File: src/hdl/ecdcl_pkg.sv
`timescale 1ns / 1ps
// ----------------------------------------------------------------------------
// ecdcl_pkg
// Shared types and constants for the eight-channel debounce and change latch.
// ----------------------------------------------------------------------------
package ecdcl_pkg;

  // Channels in use (1..8); pins at and above this read as zero.
  localparam int CHANNELS = 8;
  localparam int PIN_W    = 8;
  localparam int WIN_W    = 5;

  // Vote table indexed by the four newest window samples.
  localparam logic [15:0] VOTE_TABLE = 16'hFEE8;

  // APB
  localparam int ADDR_W = 3;
  localparam int APB_DW = 32;
  localparam logic [ADDR_W-1:0] REG_RAW_POLARITY = 3'd0;
  localparam logic [ADDR_W-1:0] REG_DEBOUNCE_EN  = 3'd4;

  // Result packing: filtered, pending, value, mask, padded to 32 bits.
  localparam int RES_W = 32;

  typedef enum logic {
    OP_SAMPLE = 1'b0,
    OP_ACK    = 1'b1
  } opcode_e;

  typedef struct packed {
    logic raw_polarity;
    logic debounce_en;
  } cfg_t;

  typedef struct packed {
    logic [PIN_W-1:0] filtered;
    logic             pending;
    logic [PIN_W-1:0] value;
    logic [PIN_W-1:0] mask;
  } status_t;

endpackage

File: src/hdl/eight_channel_debounce_change_latch.sv
`timescale 1ns / 1ps
// ----------------------------------------------------------------------------
// eight_channel_debounce_change_latch
// Eight contact inputs with window debounce and a change-event latch.
// ----------------------------------------------------------------------------
// Output: the result is registered and appears on the master side in the cycle after
//   its input transaction is accepted.
// Throughput: one transaction per cycle while the result side is ready; the state and
//   result registers are refilled in the same cycle the held result is taken.
// Reset: rst_ni async, active low; windows, state, event latch and the result
//   valid flag clear, raw_polarity = 0, debounce_en = 1.
// ----------------------------------------------------------------------------
module eight_channel_debounce_change_latch (
  input  logic                          clk_i,
  input  logic                          rst_ni,
  // input stream
  input  logic                          s_axis_tvalid,
  output logic                          s_axis_tready,
  input  logic [7:0]                    s_axis_tdata,  // [7:0] pin_levels
  input  logic                          s_axis_tuser,  // [0] opcode
  // result stream
  output logic                          m_axis_tvalid,
  input  logic                          m_axis_tready,
  // [7:0] filtered_state, [8] event_pending, [16:9] event_value,
  // [24:17] change_mask, [31:25] zero
  output logic [ecdcl_pkg::RES_W-1:0]   m_axis_tdata,
  // configuration
  input  logic                          psel,
  input  logic                          penable,
  input  logic                          pwrite,
  input  logic [ecdcl_pkg::ADDR_W-1:0]  paddr,
  input  logic [ecdcl_pkg::APB_DW-1:0]  pwdata,
  output logic [ecdcl_pkg::APB_DW-1:0]  prdata,
  output logic                          pready
);

  // --------------------------------------------------------------------------
  // Configuration registers
  // --------------------------------------------------------------------------
  ecdcl_pkg::cfg_t cfg_q, cfg_d;
  logic            cfg_wr;

  assign pready = 1'b1;
  assign cfg_wr = psel && penable && pwrite && pready;

  always_comb begin
    cfg_d = cfg_q;
    if (cfg_wr) begin
      case (paddr)
        ecdcl_pkg::REG_RAW_POLARITY: cfg_d.raw_polarity = pwdata[0];
        ecdcl_pkg::REG_DEBOUNCE_EN:  cfg_d.debounce_en  = pwdata[0];
        default:                     cfg_d = cfg_q;  // unmapped, ignored
      endcase
    end
  end

  always_ff @(posedge clk_i or negedge rst_ni) begin
    if (!rst_ni) begin
      cfg_q <= '{raw_polarity: 1'b0, debounce_en: 1'b1};
    end else begin
      cfg_q <= cfg_d;
    end
  end

  always_comb begin
    case (paddr)
      ecdcl_pkg::REG_RAW_POLARITY:
        prdata = {{(ecdcl_pkg::APB_DW-1){1'b0}}, cfg_q.raw_polarity};
      ecdcl_pkg::REG_DEBOUNCE_EN:
        prdata = {{(ecdcl_pkg::APB_DW-1){1'b0}}, cfg_q.debounce_en};
      default:
        prdata = '0;
    endcase
  end

  // --------------------------------------------------------------------------
  // Handshake: the state registers double as the result register, so a new
  // transaction is taken whenever the held result is gone or leaving now.
  // --------------------------------------------------------------------------
  logic               accept;
  logic               sample;
  logic               out_valid_q;
  ecdcl_pkg::opcode_e opcode;

  assign s_axis_tready = !out_valid_q || m_axis_tready;
  assign accept        = s_axis_tvalid && s_axis_tready;
  assign opcode        = ecdcl_pkg::opcode_e'(s_axis_tuser);
  assign sample        = accept && (opcode == ecdcl_pkg::OP_SAMPLE);

  always_ff @(posedge clk_i or negedge rst_ni) begin
    if (!rst_ni) begin
      out_valid_q <= 1'b0;
    end else if (s_axis_tready) begin
      out_valid_q <= s_axis_tvalid;
    end
  end

  // --------------------------------------------------------------------------
  // Datapath: conditioning + window vote, then change latch
  // --------------------------------------------------------------------------
  logic [ecdcl_pkg::PIN_W-1:0] filtered_next;
  ecdcl_pkg::status_t          status;

  ecdcl_filter u_filter (
    .clk_i      (clk_i),
    .rst_ni     (rst_ni),
    .sample_i   (sample),
    .cfg_i      (cfg_q),
    .pins_i     (s_axis_tdata),
    .filtered_o (filtered_next)
  );

  ecdcl_latch u_latch (
    .clk_i      (clk_i),
    .rst_ni     (rst_ni),
    .accept_i   (accept),
    .opcode_i   (opcode),
    .filtered_i (filtered_next),
    .status_o   (status)
  );

  assign m_axis_tvalid = out_valid_q;
  assign m_axis_tdata  = {7'd0, status.mask, status.value, status.pending,
                          status.filtered};

`ifndef ASSERT_OFF
  // A pending event always carries the nonzero mask that raised it.
  a_pending_mask: assert property (@(posedge clk_i) disable iff (!rst_ni)
    status.pending |-> (status.mask != '0))
    else $error("pending event with empty change mask");

  // An accepted acknowledge clears pending.
  a_ack_clears: assert property (@(posedge clk_i) disable iff (!rst_ni)
    (accept && opcode == ecdcl_pkg::OP_ACK) |=> !status.pending)
    else $error("acknowledge did not clear pending");

  // Samples taken while pending leave the latched event and mask alone.
  a_hold_latched: assert property (@(posedge clk_i) disable iff (!rst_ni)
    (sample && status.pending) |=> ($stable(status.value) && $stable(status.mask)))
    else $error("latched event changed while pending");
`endif

endmodule

File: src/hdl/ecdcl_filter.sv
`timescale 1ns / 1ps
// ----------------------------------------------------------------------------
// ecdcl_filter
// Per-channel polarity conditioning and 5-sample window filter voting on the four newest.
// ----------------------------------------------------------------------------
module ecdcl_filter (
  input  logic                      clk_i,
  input  logic                      rst_ni,
  input  logic                      sample_i,   // sample transaction accepted
  input  ecdcl_pkg::cfg_t           cfg_i,
  input  logic [ecdcl_pkg::PIN_W-1:0] pins_i,
  output logic [ecdcl_pkg::PIN_W-1:0] filtered_o  // next filtered state
);

  logic [ecdcl_pkg::PIN_W-1:0] level;

  assign level = cfg_i.raw_polarity ? pins_i : ~pins_i;

  for (genvar k = 0; k < ecdcl_pkg::PIN_W; k++) begin : g_ch
    if (k < ecdcl_pkg::CHANNELS) begin : g_on
      logic [ecdcl_pkg::WIN_W-1:0] win_q;
      logic [ecdcl_pkg::WIN_W-1:0] win_d;

      // newest sample enters bit 0
      assign win_d = {win_q[ecdcl_pkg::WIN_W-2:0], level[k]};

      always_ff @(posedge clk_i or negedge rst_ni) begin
        if (!rst_ni) begin
          win_q <= '0;
        end else if (sample_i && cfg_i.debounce_en) begin
          win_q <= win_d;
        end
      end

      assign filtered_o[k] = cfg_i.debounce_en ? ecdcl_pkg::VOTE_TABLE[win_d[3:0]]
                                               : level[k];
    end else begin : g_off
      assign filtered_o[k] = 1'b0;
    end
  end

endmodule

File: src/hdl/ecdcl_latch.sv
`timescale 1ns / 1ps
// ----------------------------------------------------------------------------
// ecdcl_latch
// Filtered state register, change detection and pending event latch.
// ----------------------------------------------------------------------------
module ecdcl_latch (
  input  logic                        clk_i,
  input  logic                        rst_ni,
  input  logic                        accept_i,
  input  ecdcl_pkg::opcode_e          opcode_i,
  input  logic [ecdcl_pkg::PIN_W-1:0] filtered_i,
  output ecdcl_pkg::status_t          status_o
);

  logic [ecdcl_pkg::PIN_W-1:0] filtered_q, filtered_d;
  logic [ecdcl_pkg::PIN_W-1:0] value_q, value_d;
  logic [ecdcl_pkg::PIN_W-1:0] mask_q, mask_d;
  logic                        pending_q, pending_d;
  logic [ecdcl_pkg::PIN_W-1:0] diff;

  assign diff = filtered_i ^ value_q;

  always_comb begin
    filtered_d = filtered_q;
    value_d    = value_q;
    mask_d     = mask_q;
    pending_d  = pending_q;
    if (accept_i) begin
      case (opcode_i)
        ecdcl_pkg::OP_ACK: begin
          pending_d = 1'b0;
        end
        ecdcl_pkg::OP_SAMPLE: begin
          filtered_d = filtered_i;
          if (!pending_q) begin
            mask_d = diff;
            if (diff != '0) begin
              value_d   = filtered_i;
              pending_d = 1'b1;
            end
          end
        end
        default: begin
          pending_d = pending_q;
        end
      endcase
    end
  end

  always_ff @(posedge clk_i or negedge rst_ni) begin
    if (!rst_ni) begin
      filtered_q <= '0;
      value_q    <= '0;
      mask_q     <= '0;
      pending_q  <= 1'b0;
    end else begin
      filtered_q <= filtered_d;
      value_q    <= value_d;
      mask_q     <= mask_d;
      pending_q  <= pending_d;
    end
  end

  assign status_o = '{filtered: filtered_q, pending: pending_q,
                      value: value_q, mask: mask_q};

endmodule
File: config.mk
export PLATFORM = sky130hd
export DESIGN_NAME = eight_channel_debounce_change_latch
export DESIGN_NICKNAME = d
export VERILOG_FILES = /design/src/hdl/ecdcl_pkg.sv /design/src/hdl/eight_channel_debounce_change_latch.sv /design/src/hdl/ecdcl_filter.sv /design/src/hdl/ecdcl_latch.sv
export SDC_FILE = /design/constraint.sdc
export NUM_CORES = 1
export LEC_CHECK = 0
export CAP_MARGIN = 20
export CORE_MARGIN = 2
export CORE_UTILIZATION = 26
export DETAILED_ROUTE_END_ITERATION = 10
export DONT_BUFFER_PORTS = 1
export MAX_ROUTING_LAYER = met4
export PLACE_DENSITY_LB_ADDON = 0.3
export SYNTH_ARGS = -nofsm -noshare
export SYNTH_HDL_FRONTEND = slang
export SYNTH_SLANG_ARGS = --single-unit
File: constraint.sdc
create_clock -name clk_i -period 2.9 [get_ports clk_i]
set_input_delay 0 -clock clk_i [delete_from_list [all_inputs] [get_ports clk_i]]
set_output_delay 0 -clock clk_i [all_outputs]
set_load 0.05 [all_outputs]
==> Word level (Yosys, flattened, before mapping) <==
Memories as Yosys holds them, arrays and structs flattened.
Cells that the tools add are included.
{ "word_totals": {"memories": 8, "in_bits": 51, "reg_bits": 52, "mem_bits_ro": 128, "wordCells": 71, "out_inout_bits": 67} }
{ "memory_table": {"columns": ["memory", "words", "word_bits", "rd", "rd_ports_with_merged_regs", "wr", "line_no", "text"], "rows": [
  ["(no name shown)", 16, 1, 1, 0, 0, "ecdcl_filter.sv:35", "assign filtered_o[k] = cfg_i.debounce_en ? ecdcl_pkg::VOTE_TABLE[win_d[3:0]]"],
  ["(no name shown)", 16, 1, 1, 0, 0, "ecdcl_filter.sv:35", null],
  ["(no name shown)", 16, 1, 1, 0, 0, "ecdcl_filter.sv:35", null],
  ["(no name shown)", 16, 1, 1, 0, 0, "ecdcl_filter.sv:35", null],
  ["(no name shown)", 16, 1, 1, 0, 0, "ecdcl_filter.sv:35", null],
  ["(no name shown)", 16, 1, 1, 0, 0, "ecdcl_filter.sv:35", null],
  ["2 more memories", null, null, null, null, null, null, null]
]} }
{ "op_classes": {"n_reduce_logical": 14, "order_cmp": 8, "n_eq_ne": 1, "muxes": 21, "n_bitwise": 4} }
{ "op_table": {"columns": ["op", "count"], "rows": [
  ["less-than comparator 4 x 5 -> 1 bit (second input constant)", 8],
  ["2-to-1 mux 1 bit", 18],
  ["2-to-1 mux 8 bit", 1],
  ["inverter 8 bit", 1],
  ["nonzero test 8 bit", 1],
  ["XOR 8 bit", 1],
  ["AND reduction 2 bit", 3],
  ["logical AND 1 bit", 5],
  ["case mux 1 bit (2 select lines)", 2],
  ["AND reduction 4 bit", 1],
  ["== test 3 bit (second input constant)", 1],
  ["zero test 3 bit", 1],
  ["AND reduction 3 bit", 1],
  ["inverter 1 bit", 2],
  ["zero test 1 bit", 1],
  ["logical OR 1 bit", 1]
]} }

==> Logic depth before layout (Yosys ltp) <==
Gate-level depths: netlist of the first run.
{ "logic_depth": {"word_depth": 10, "depth_mapped": 8, "depth_no_buf": 7} }

==> By module <==
Synthesis of the first run repeated with hierarchy kept, for this count alone.
{ "hier_totals": {"hier_cells": 233, "hier_area_um2": 2742.6} }
{ "modules_own_cells": {"columns": ["module", "cells_per_inst", "instances", "area_each_um2", "seq_area_each_um2"], "rows": [
  ["ecdcl_filter", 102, 1, 1231.2, 600.6],
  ["ecdcl_latch", 76, 1, 1034.7, 625.6],
  ["eight_channel_debounce_change_latch", 55, 1, 476.7, 76.3]
]} }

==> Worst setup path after synthesis of the first run <==
No wires, ideal clock.
{ "synth_path": {"path_type": "register to register", "from": "reg out_valid_q (netlist: m_axis_tvalid)", "to": "reg u_filter.g_ch[4].g_on.win_q[2] (netlist bit)", "arrival_time_ns": 2.221, "setup_time_ns": 0.125, "path_slack_ns": 0.555, "path_stages_with_launch": 7, "period_less_slack_ns": 2.345, "n_path_buf": 1, "required_time_ns": 2.775, "cell_sequence": "dfrtp_1 > nand2b_1 > nand2_1 > nor2_2 > nand2_1 > clkbuf_1 > mux2_2"} }
{ "synth_via": {"elab_chain_cells": 5} }
{ "synth_lines": {"columns": ["item", "line_no", "text"], "rows": [
  ["start: declaration", "eight_channel_debounce_change_latch.sv:82", "logic out_valid_q;"],
  ["start signal: assignment", "eight_channel_debounce_change_latch.sv:94", "out_valid_q <= s_axis_tvalid;"],
  ["zero test 1 bit", "eight_channel_debounce_change_latch.sv:85", "assign s_axis_tready = !out_valid_q || m_axis_tready;"],
  ["logical OR 1 bit", "eight_channel_debounce_change_latch.sv:85", null],
  ["via s_axis_tready", "eight_channel_debounce_change_latch.sv:18", "output logic s_axis_tready,"],
  ["logical AND 1 bit", "eight_channel_debounce_change_latch.sv:86", "assign accept = s_axis_tvalid && s_axis_tready;"],
  ["logical AND 1 bit", "eight_channel_debounce_change_latch.sv:88", "assign sample = accept && (opcode == ecdcl_pkg::OP_SAMPLE);"],
  ["logical AND 1 bit", "ecdcl_filter.sv:30", "end else if (sample_i && cfg_i.debounce_en) begin"],
  ["end signal: assignment", "ecdcl_filter.sv:31", "win_q <= win_d;"],
  ["end: declaration", "ecdcl_filter.sv:21", "logic [ecdcl_pkg::WIN_W-1:0] win_q;"]
]} }
The timed path passes the listed nets, and every way through them passes these cells.
A chain may end at the register's enable or synchronous reset.

==> Final worst setup path of the first run <==
{ "layout_path": {"from": "reg cfg_q[0] (netlist bit)", "to": "reg u_latch.value_q[5] (netlist bit)"} }
{ "layout_via": {"elab_chain_cells": 4, "elab_cells_between_ends": 11, "classes_between": "mux (8); bitwise (1); reduce/logical (2)"} }
{ "layout_lines": {"columns": ["item", "line_no", "text"], "rows": [
  ["start: declaration", "eight_channel_debounce_change_latch.sv:40", "ecdcl_pkg::cfg_t cfg_q, cfg_d;"],
  ["start signal: assignment", "eight_channel_debounce_change_latch.sv:59", "cfg_q <= '{raw_polarity: 1'b0, debounce_en: 1'b1};"],
  ["start signal: assignment", "eight_channel_debounce_change_latch.sv:61", "cfg_q <= cfg_d;"],
  ["2-to-1 mux 1 bit", "ecdcl_filter.sv:35", null],
  ["XOR 8 bit", "ecdcl_latch.sv:21", "assign diff = filtered_i ^ value_q;"],
  ["nonzero test 8 bit", "ecdcl_latch.sv:37", "if (diff != '0) begin"],
  ["AND reduction 4 bit (no line)", null, null],
  ["end signal: assignment", "ecdcl_latch.sv:58", "value_q <= value_d;"],
  ["end: declaration", "ecdcl_latch.sv:16", "logic [ecdcl_pkg::PIN_W-1:0] value_q, value_d;"]
]} }
Parallel ways exist; a longest one is shown, timed or not.

==> results of run 1 <==
## how the worst max path moves through the flow
stage,startpoint,end,slack [ns],cells after the start
floorplan,m_axis_tvalid,u_filter.g_ch[4].g_on.win_q[2],0.55,6
global placement,cfg_q[0],u_latch.value_q[4],0.37,6
detailed placement,cfg_q[0],u_latch.value_q[5],0.32,6
CTS,cfg_q[0],u_latch.value_q[5],0.31,6
global route,cfg_q[0],u_latch.value_q[5],0.13,6
finish,cfg_q[0],u_latch.value_q[5],0.32,6
## metrics by stage
stage | setup WS, ns | cell area [um2] | hold WS, ns | instances
global placement | 0.368 | 2670 | -0.292 | 362
detailed placement | 0.322 | 2670 | -0.292 | 362
CTS | 0.310 | 2930 | 0.0197 | 385
finish | 0.322 | 2930 | 0.0220 | 385
floorplan | 0.555 | 2810 | -0.296 | 270
global route | 0.130 | 2930 | 0.0206 | 385
## critical path: cells and delay by family (launching register included)
family | cells | cell delay (ns)
XOR/XNOR | 1 | 0.22
AND/OR/NAND/NOR | 1 | 0.23
multiplexers | 1 | 0.38
flip-flops | 1 | 0.74
AO/OA/AOI/OAI | 3 | 0.91
## flip-flops by register name, summed over array words and instances, names as in the netlist
name and count:
cfg_q 2, m_axis_tvalid 1, u_filter.g_ch.g_on.win_q 24, u_latch.filtered_q 8, u_latch.mask_q 8, u_latch.pending_q 1
u_latch.value_q 8
## layout make-up
class                      instances  area (um2)  area share, %
clock buffer                       6        72.6           2.48
timing repair buffer              22         223           7.60
tap                              133         166           5.68
inverter                           1        3.75          0.128
multi-input combinational        170        1160           39.5
sequential                        52        1300           44.5
clock inverter                     1        5.00          0.171
## repair_timing
action	4_1_cts	5_1_grt
hold buffers	16	0
hold endpoints to repair	64	0
endpoints found under the setup margin	0	0
setup buffers	0	0
## layer usage
layer / global-route usage, % / share of wire (%) / vias up
met5: - / 0 / -
met2: 15.4 / 48 / 60
met1: 11.7 / 43 / 803
li1: - / - / 766
met3: 3.77 / 7.3 / 4
met4: 3.14 / 1.1 / 0
## synth_stat cells (3+ instances only)
master	n
a21o_1	8
a21oi_1	16
buf_4	41
clkbuf_1	3
dfrtp_1	51
mux2_2	34
nand2_1	11
nor2_1	8
nor4b_1	8
o211ai_1	8
o21ai_0	8
xnor2_1	8
xor2_1	8
## where the power goes
group	total [W]	switching [W]	internal, W
clock	0.000388	0.000223	0.000165
sequential	0.00194	0.000929	0.00101
combinational	0.000779	0.000414	0.000364
total	0.00311	0.00157	0.00154
## cell families after synthesis
kind of cell / after synthesis
and+or+nand+nor: 37
muxes: 35
AOI/OAI and AO/OA: 43
xor gates and xnor gates: 16
DFF: 52
buffers and inverters: 48
other: 2
==> impl_metrics.toml, run 1 <==
[synth]
synth_area_per_cell_um2 = 11.5
synth_ff_type = "dfrtp_1"
synthArstFlopShare_pct = 100
synth_top_area_cell = "dfrtp_1"
synth_top_family_by_area = "multiplexers"
ys_types = 29
synth-simple-area-share_pct = 7.64
synthXorXnorAreaFrac_pct = 5.25
synth_top_cell_area_share_pct = 47.8
syn_inst = 233
synth_area_um2 = 2670
synth_edf_count = 0
synth_fa_ha_area_share_pct = 0
ys_top_cells_by_area = "dfrtp_1, mux2_2, buf_4, a21oi_1, nor4b_1"
synthMuxAreaShare_pct = 14.7
yosys_warnings = 0
synth_compound_area_share_pct = 10.2
ys_seq_area_share_pct = 48.8
ys_ff_latch = 52

[pwr]
p_total_w = 0.00311
p_per_area_nw_per_um2 = 1060
ir_drop_v = 0.000238
p_leak_nw = 1.34

[die]
start_util_pct = 27.1
row_count = 36
die_h_um = 105
core_area_um2 = 9860
num_io_pins = 118
fp.dieW_um = 105
dieArea_um2 = 11100

[flow_run]
cap_violations = 0

[global_routing]
grt_overflow = 0
first_global_vias = 1606
grt_max_degree = 53
grt_use_total_pct = 9.85
grt_pass1_wl_um = 8470
antenna_found_initial = 0

[critical_path]
timing.rr.end = "u_latch.value_q[5]"
critPathMaxFanout = 19
crit_type = "flop to flop"
start_kind = "flop"
r2r-start = "cfg_q[0]"
r2r_slack_ns = 0.32
reg2reg_depth = 6
crit_slowest_cell = "dfstp_2"
worstPathArrival_ns = 2.76
end_kind = "flop"
path_cells = "o211ai_1 -> a21oi_1 -> xnor2_1 -> nand4_1 -> o21ai_4 -> mux2_2"
worstPathRequired_ns = 3.09
worst_path_largest_cell_delay_ns = 0.74

[clock_tree]
cts_root_buf = "clkbuf_8"
cts_buffers = 5
clock-sinks = 52
clk_pin_slew_ns = 0.09
clockBufferDepth = 2
cts_tree = "built"
clock_latency_ns = 0.30
cts_htree_levels = 2
cts_resized = 0

[routing]
drtIter0Drc = 94
drc = 0
wl_per_cell_um = 13.4
drt-pass1-iter-count = 4
finalWirelength_um = 5150
post_drt_via_cell_ratio = 4.24
ant_nets = 0
vias = 1633

[sta]
setup_violations = 0
maxSlewViolCount = 0
tns_ns = 0
tightestPinTransition_ns = 0.550
finalCriticalPeriod_ns = 2.58
rsz0062_at_grt = "no"
hold_viol_final = 0
period_share_pct = 88.9
max_freq_mhz = 388
maxSlewHeadroom_pct = 63.3
skew_ns = 0.00563

[worst_hold_path]
hold_start = "s_axis_tvalid"
hold_depth = 3
worst_hold_path_type = "input port to flop"
hold_path_end = "u_latch.pending_q"

[layout]
layout_common_cells = "dfrtp_1, conb_1, mux2_2, a21oi_1, dlygate4sd3_1"
syn_to_final_growth_pct = 9.70
final_common_cell = "dfrtp_1"
nets = 303
fillerInstances = 1020
final_util_pct = 29.7
drive_above_1_share_pct = 20.2
n_antenna_cell = 0

[placement]
finalWeightedCongestion = 0.681
hpwlAfterDp_um = 3650
port_buffers = 0

[run_status]
status = "completed"
(Power assumes the default switching activity.)
==> run 2: changes to the inputs <==
- CELL_PAD_IN_SITES_DETAIL_PLACEMENT: not set -> 0
- CELL_PAD_IN_SITES_GLOBAL_PLACEMENT: not set -> 2
==> impl_metrics.toml, run 2 (same netlist as run 1, synthesis figures left out) <==
[clock_tree]
cts_buffers = 5
clock_latency_ns = 0.30
clock-sinks = 52
cts_root_buf = "clkbuf_8"
cts_tree = "built"
cts_htree_levels = 2
clockBufferDepth = 2
clk_pin_slew_ns = 0.10

[sta]
fin_hold_ws_ns = 0.0197
tns_ns = 0
max_freq_mhz = 388
setup_ws_ns = 0.321
finalCriticalPeriod_ns = 2.58
maxSlewHeadroom_pct = 63.3
rsz0062_at_grt = "no"
tightestPinTransition_ns = 0.551
maxSlewViolCount = 0
hold_viol_final = 0
setup_violations = 0
skew_ns = 0.0139
period_share_pct = 88.9

[placement]
dpl_worst_slack_ns = 0.272
port_buffers = 0
hpwlAfterDp_um = 3550
place_area_um2 = 2670
finalWeightedCongestion = 0.682

[critical_path]
start_kind = "flop"
crit_type = "flop to flop"
worstPathArrival_ns = 2.77
path_cells = "o211ai_1 -> a21oi_1 -> xnor2_1 -> nand4_1 -> o21ai_4 -> mux2_2"
worst_path_largest_cell_delay_ns = 0.75
crit_slowest_cell = "dfstp_2"
end_kind = "flop"
worstPathRequired_ns = 3.09
critPathMaxFanout = 19

[run_status]
status = "completed"

[routing]
met3_length_um = 269
drc = 0
dr.max_layer_used = "met4"
wl_met1_um = 2200
vias = 1615
drtIter0Drc = 86
drt-pass1-iter-count = 4
wl_per_cell_um = 13.4
wl_met2_um = 2610
post_drt_via_cell_ratio = 4.21
finalWirelength_um = 5160
ant_nets = 0

[layout]
n_antenna_cell = 0
layout_common_cells = "dfrtp_1, conb_1, mux2_2, a21oi_1, dlygate4sd3_1"
fin_area_um2 = 2940
largest_register_ffs = 24
regMostFlops = "u_filter.g_ch.g_on.win_q"
drive_above_1_share_pct = 20.3
fillerInstances = 1024
syn_to_final_growth_pct = 9.93
final_common_cell = "dfrtp_1"
nets = 302

[die]
dieArea_um2 = 11100
row_count = 36
die_h_um = 105
num_io_pins = 118
start_util_pct = 27.1
core_area_um2 = 9860
fp.dieW_um = 105

[global_routing]
antenna_found_initial = 0
grt_pass1_wl_um = 8160
grt_use_total_pct = 9.57
first_global_vias = 1549
grt_overflow = 0
grt_max_degree = 53

[flow_run]
cap_violations = 0

[pwr]
p_per_area_nw_per_um2 = 1060
p_total_w = 0.00312
ir_drop_v = 0.000327
p_leak_nw = 1.34

[worst_hold_path]
worst_hold_path_type = "input port to flop"
==> run 2: final cells by class <==
class | count | area, um2 | area share (%)
multi-input combinational | 170 | 1160 | 39.4
timing repair buffer | 21 | 215 | 7.33
clock buffer | 6 | 82.6 | 2.81
inverter | 1 | 3.75 | 0.128
sequential | 52 | 1300 | 44.4
clock inverter | 1 | 8.76 | 0.298
tap | 133 | 166 | 5.67
==> run 2: path summary, 6_finish.rpt <==
| kind | start | end | slack [ns] | cells after the start |
|---|---|---|---|---|
| max | cfg_q[0] | u_latch.value_q[4] | 0.32 | 6 |
| min | s_axis_tvalid | u_latch.pending_q | 0.02 | 3 |
| max reg2reg | cfg_q[0] | u_latch.value_q[4] | 0.32 | 6 |
| min reg2reg | u_filter.g_ch[2].g_on.win_q[2] | u_filter.g_ch[2].g_on.win_q[2] | 0.55 | 1 |
| max in group asynchronous | rst_ni | cfg_q[0] | 2.41 | 2 |
| min in group asynchronous | rst_ni | u_latch.mask_q[3] | 0.19 | 2 |
==> run 2: timing repair <==
action	in CTS	in global routing
hold endpoints to repair	64	0
setup buffers	0	0
gates resized for setup	0	0
hold buffers	16	0
==> run 2: routing by layer <==
metal  global-route usage [%]  up-vias
met5                        -        -
met4                     3.14        0
met3                     2.72        5
met2                     16.1       45
met1                     11.0      795
li1                         -      770
==> run 2: worst max-delay path, delay by kind of cell (launching register included) <==
| kind | cells | cell delay (ns) |
|---|---|---|
| mux | 1 | 0.38 |
| flops | 1 | 0.75 |
| simple gates | 1 | 0.22 |
| compound gates | 3 | 0.91 |
| xor+xnor | 1 | 0.21 |
==> run 2: stage by stage <==
step / instances / utilization [%]
floorplan: 270 / -
global placement: 361 / 27.0
detailed placement: 361 / 27.0
CTS: 384 / 29.8
global route: 384 / 29.8
finish: 384 / 29.8
==> run 2: report_power, final <==
| part | total (W) | internal [W] | switching, W | leakage [nW] |
|---|---|---|---|---|
| sequential | 0.00193 | 0.00101 | 0.000921 | 0.643 |
| clock | 0.000428 | 0.000191 | 0.000237 | 0.0473 |
| combinational | 0.000764 | 0.000358 | 0.000406 | 0.652 |
==> run 3: changes to the inputs <==
- ABC_AREA: not set -> 1
==> impl_metrics.toml, run 3 <==
[run_status]
status = "finished, violations left"
failed_checks = "hold timing"

[clock_tree]
cts_htree_levels = 2
clockBufferDepth = 2
clock_latency_ns = 0.29
clk_pin_slew_ns = 0.07
clock-sinks = 52
cts_buffers = 5
cts_setup_buffers = 0
hold_buffers = 9
cts_resized = 0
cts_root_buf = "clkbuf_16"
cts_tree = "built"

[placement]
place_area_um2 = 2990
port_buffers = 0
hpwlAfterDp_um = 4920
finalWeightedCongestion = 0.726

[routing]
vias = 2242
wl_per_cell_um = 12.4
ant_nets = 0
drt-pass1-iter-count = 4
finalWirelength_um = 6750
post_drt_via_cell_ratio = 4.13
drc = 0
drtIter0Drc = 98

[layout]
n_antenna_cell = 0
nets = 450
regMostFlops = "u_filter.g_ch.g_on.win_q"
final_common_cell = "nand2_1"
largest_register_ffs = 24
final_util_pct = 28.7
fin_area_um2 = 3250
multi_input_area_um2 = 1330
syn_to_final_growth_pct = 8.54
drive_above_1_share_pct = 12.0
layout_common_cells = "nand2_1, dfrtp_1, conb_1, inv_1, nand3_1"
fillerInstances = 1250
ff_latch_area_um2 = 1300

[global_routing]
first_global_vias = 2192
grt_max_degree = 53
antenna_found_initial = 0
grt_use_total_pct = 11.8
grt_pass1_wl_um = 11200
grt_overflow = 0

[synth]
synth_ff_type = "dfrtp_1"
synth_top_area_cell = "dfrtp_1"
synth_area_um2 = 2990
yosys_warnings = 0
synth_edf_count = 0
synth_top_cell_area_share_pct = 42.7
ys_types = 27
synthArstFlopShare_pct = 100
syn_inst = 390
synth_area_per_cell_um2 = 7.67
synth_most_common_cell = "nand2_1"
ys_top_cells_by_area = "dfrtp_1, nand2_1, buf_4, inv_1, nand3_1"
ys_seq_area_share_pct = 43.6
synth_common_cells = "nand2_1, dfrtp_1, buf_4, inv_1, nand3_1"
ys_ff_latch = 52

[die]
row_count = 39
dieArea_um2 = 12400
die_h_um = 111
num_io_pins = 118
core_area_um2 = 11300
start_util_pct = 26.4
fp.dieW_um = 111

[pwr]
p_leak_nw = 1.65
p_per_area_nw_per_um2 = 1020
ir_drop_v = 0.000414

[critical_path]
cp.buffers_inverters = 3
end_kind = "flop"
critPathMaxFanout = 20
worstPathArrival_ns = 2.49
worst_path_dominant_cell_family = "simple AND/OR/NAND/NOR gates"
cp_common_cell = "nand2_1"
start_kind = "flop"
path_cells = "nand2_2 -> nand2_1 -> nor2_4 -> inv_2 -> nor2_1 -> buf_4 -> inv_1 -> nand2_1 -> o21ai_1"
worstPathRequired_ns = 3.06
crit_type = "flop to flop"
crit_slowest_cell = "dfrtp_1"
worst_path_largest_cell_delay_ns = 0.57

[worst_hold_path]
worst_hold_path_type = "input port to flop"

[sta]
setup_violations = 0
fin_hold_ws_ns = -0.00189
period_share_pct = 80.2
finalCriticalPeriod_ns = 2.33
rsz0062_at_grt = "no"
maxSlewViolCount = 0
maxSlewHeadroom_pct = 60.7
skew_ns = 0.00214
tns_ns = 0
tightestPinTransition_ns = 0.589
max_freq_mhz = 430
hold_viol_final = 2

[flow_run]
cap_violations = 0
[run 3: changes by cell type after synthesis, moves of 9 or more]
cell,previous run,this run
nand2_1,11,149
mux2_2,34,0
inv_1,1,28
nand3_1,1,19
nand2_2,0,15
a21oi_1,16,4
o21a_1,0,9
[run 3: worst min-delay path, stage by stage]
cell and delay [ns]:
inv_1 0.03, nand2_1 0.05, nand2_2 0.09, o21ai_1 0.07
[run 3: cells by family after synthesis]
family | share of synthesized area, %
other cells | 0.251
compound gates | 7.95
buf+inv | 16.6
flops | 43.6
simple gates | 31.6
[run 3: where the power goes]
part	internal, W	leakage, nW	switching, W
combinational	0.000323	0.951	0.000646
clock	0.000345	0.0712	0.000261
sequential	0.000976	0.633	0.000764
total	0.00164	1.65	0.00167
[run 3: path summary, 6_finish.rpt]
| check | from | endpoint | slack (ns) | cells after the start |
|---|---|---|---|---|
| max | m_axis_tvalid | u_filter.g_ch[5].g_on.win_q[1] | 0.57 | 9 |
| min | s_axis_tdata[6] | u_filter.g_ch[6].g_on.win_q[0] | -0.002 | 4 |
| max reg2reg | m_axis_tvalid | u_filter.g_ch[5].g_on.win_q[1] | 0.57 | 9 |
| min reg2reg | u_filter.g_ch[6].g_on.win_q[2] | u_filter.g_ch[6].g_on.win_q[2] | 0.50 | 2 |
| max in group asynchronous | rst_ni | cfg_q[0] | 2.39 | 2 |
| min in group asynchronous | rst_ni | u_latch.value_q[2] | 0.21 | 2 |
[run 3: area by class of cell]
cell class	instances	area share (%)
tap	143	5.51
inverter	34	4.16
clock buffer	8	4.51
multi-input combinational	291	41.0
timing repair buffer	15	4.70
sequential	52	40.1
[run 3: stage by stage]
step                total power (W)  instances  hold slack [ns]  setup WS [ns]
floorplan                   0.00254        427           -0.296          0.882
global placement            0.00271        526           -0.294          0.541
detailed placement          0.00272        526           -0.294          0.524
CTS                         0.00337        543          0.00181          0.511
global route                0.00357        543           0.0295          0.257
finish                      0.00331        543         -0.00189          0.573
[run 3: routing by layer]
metal  wire, um  vias to the layer above  GRT usage, %
li1           -                     1149             -
met1       3100                     1042          14.7
met2       3220                       43          18.9
met3        347                        8          3.17
met4         80                        0          3.21
met5          0                        -             -
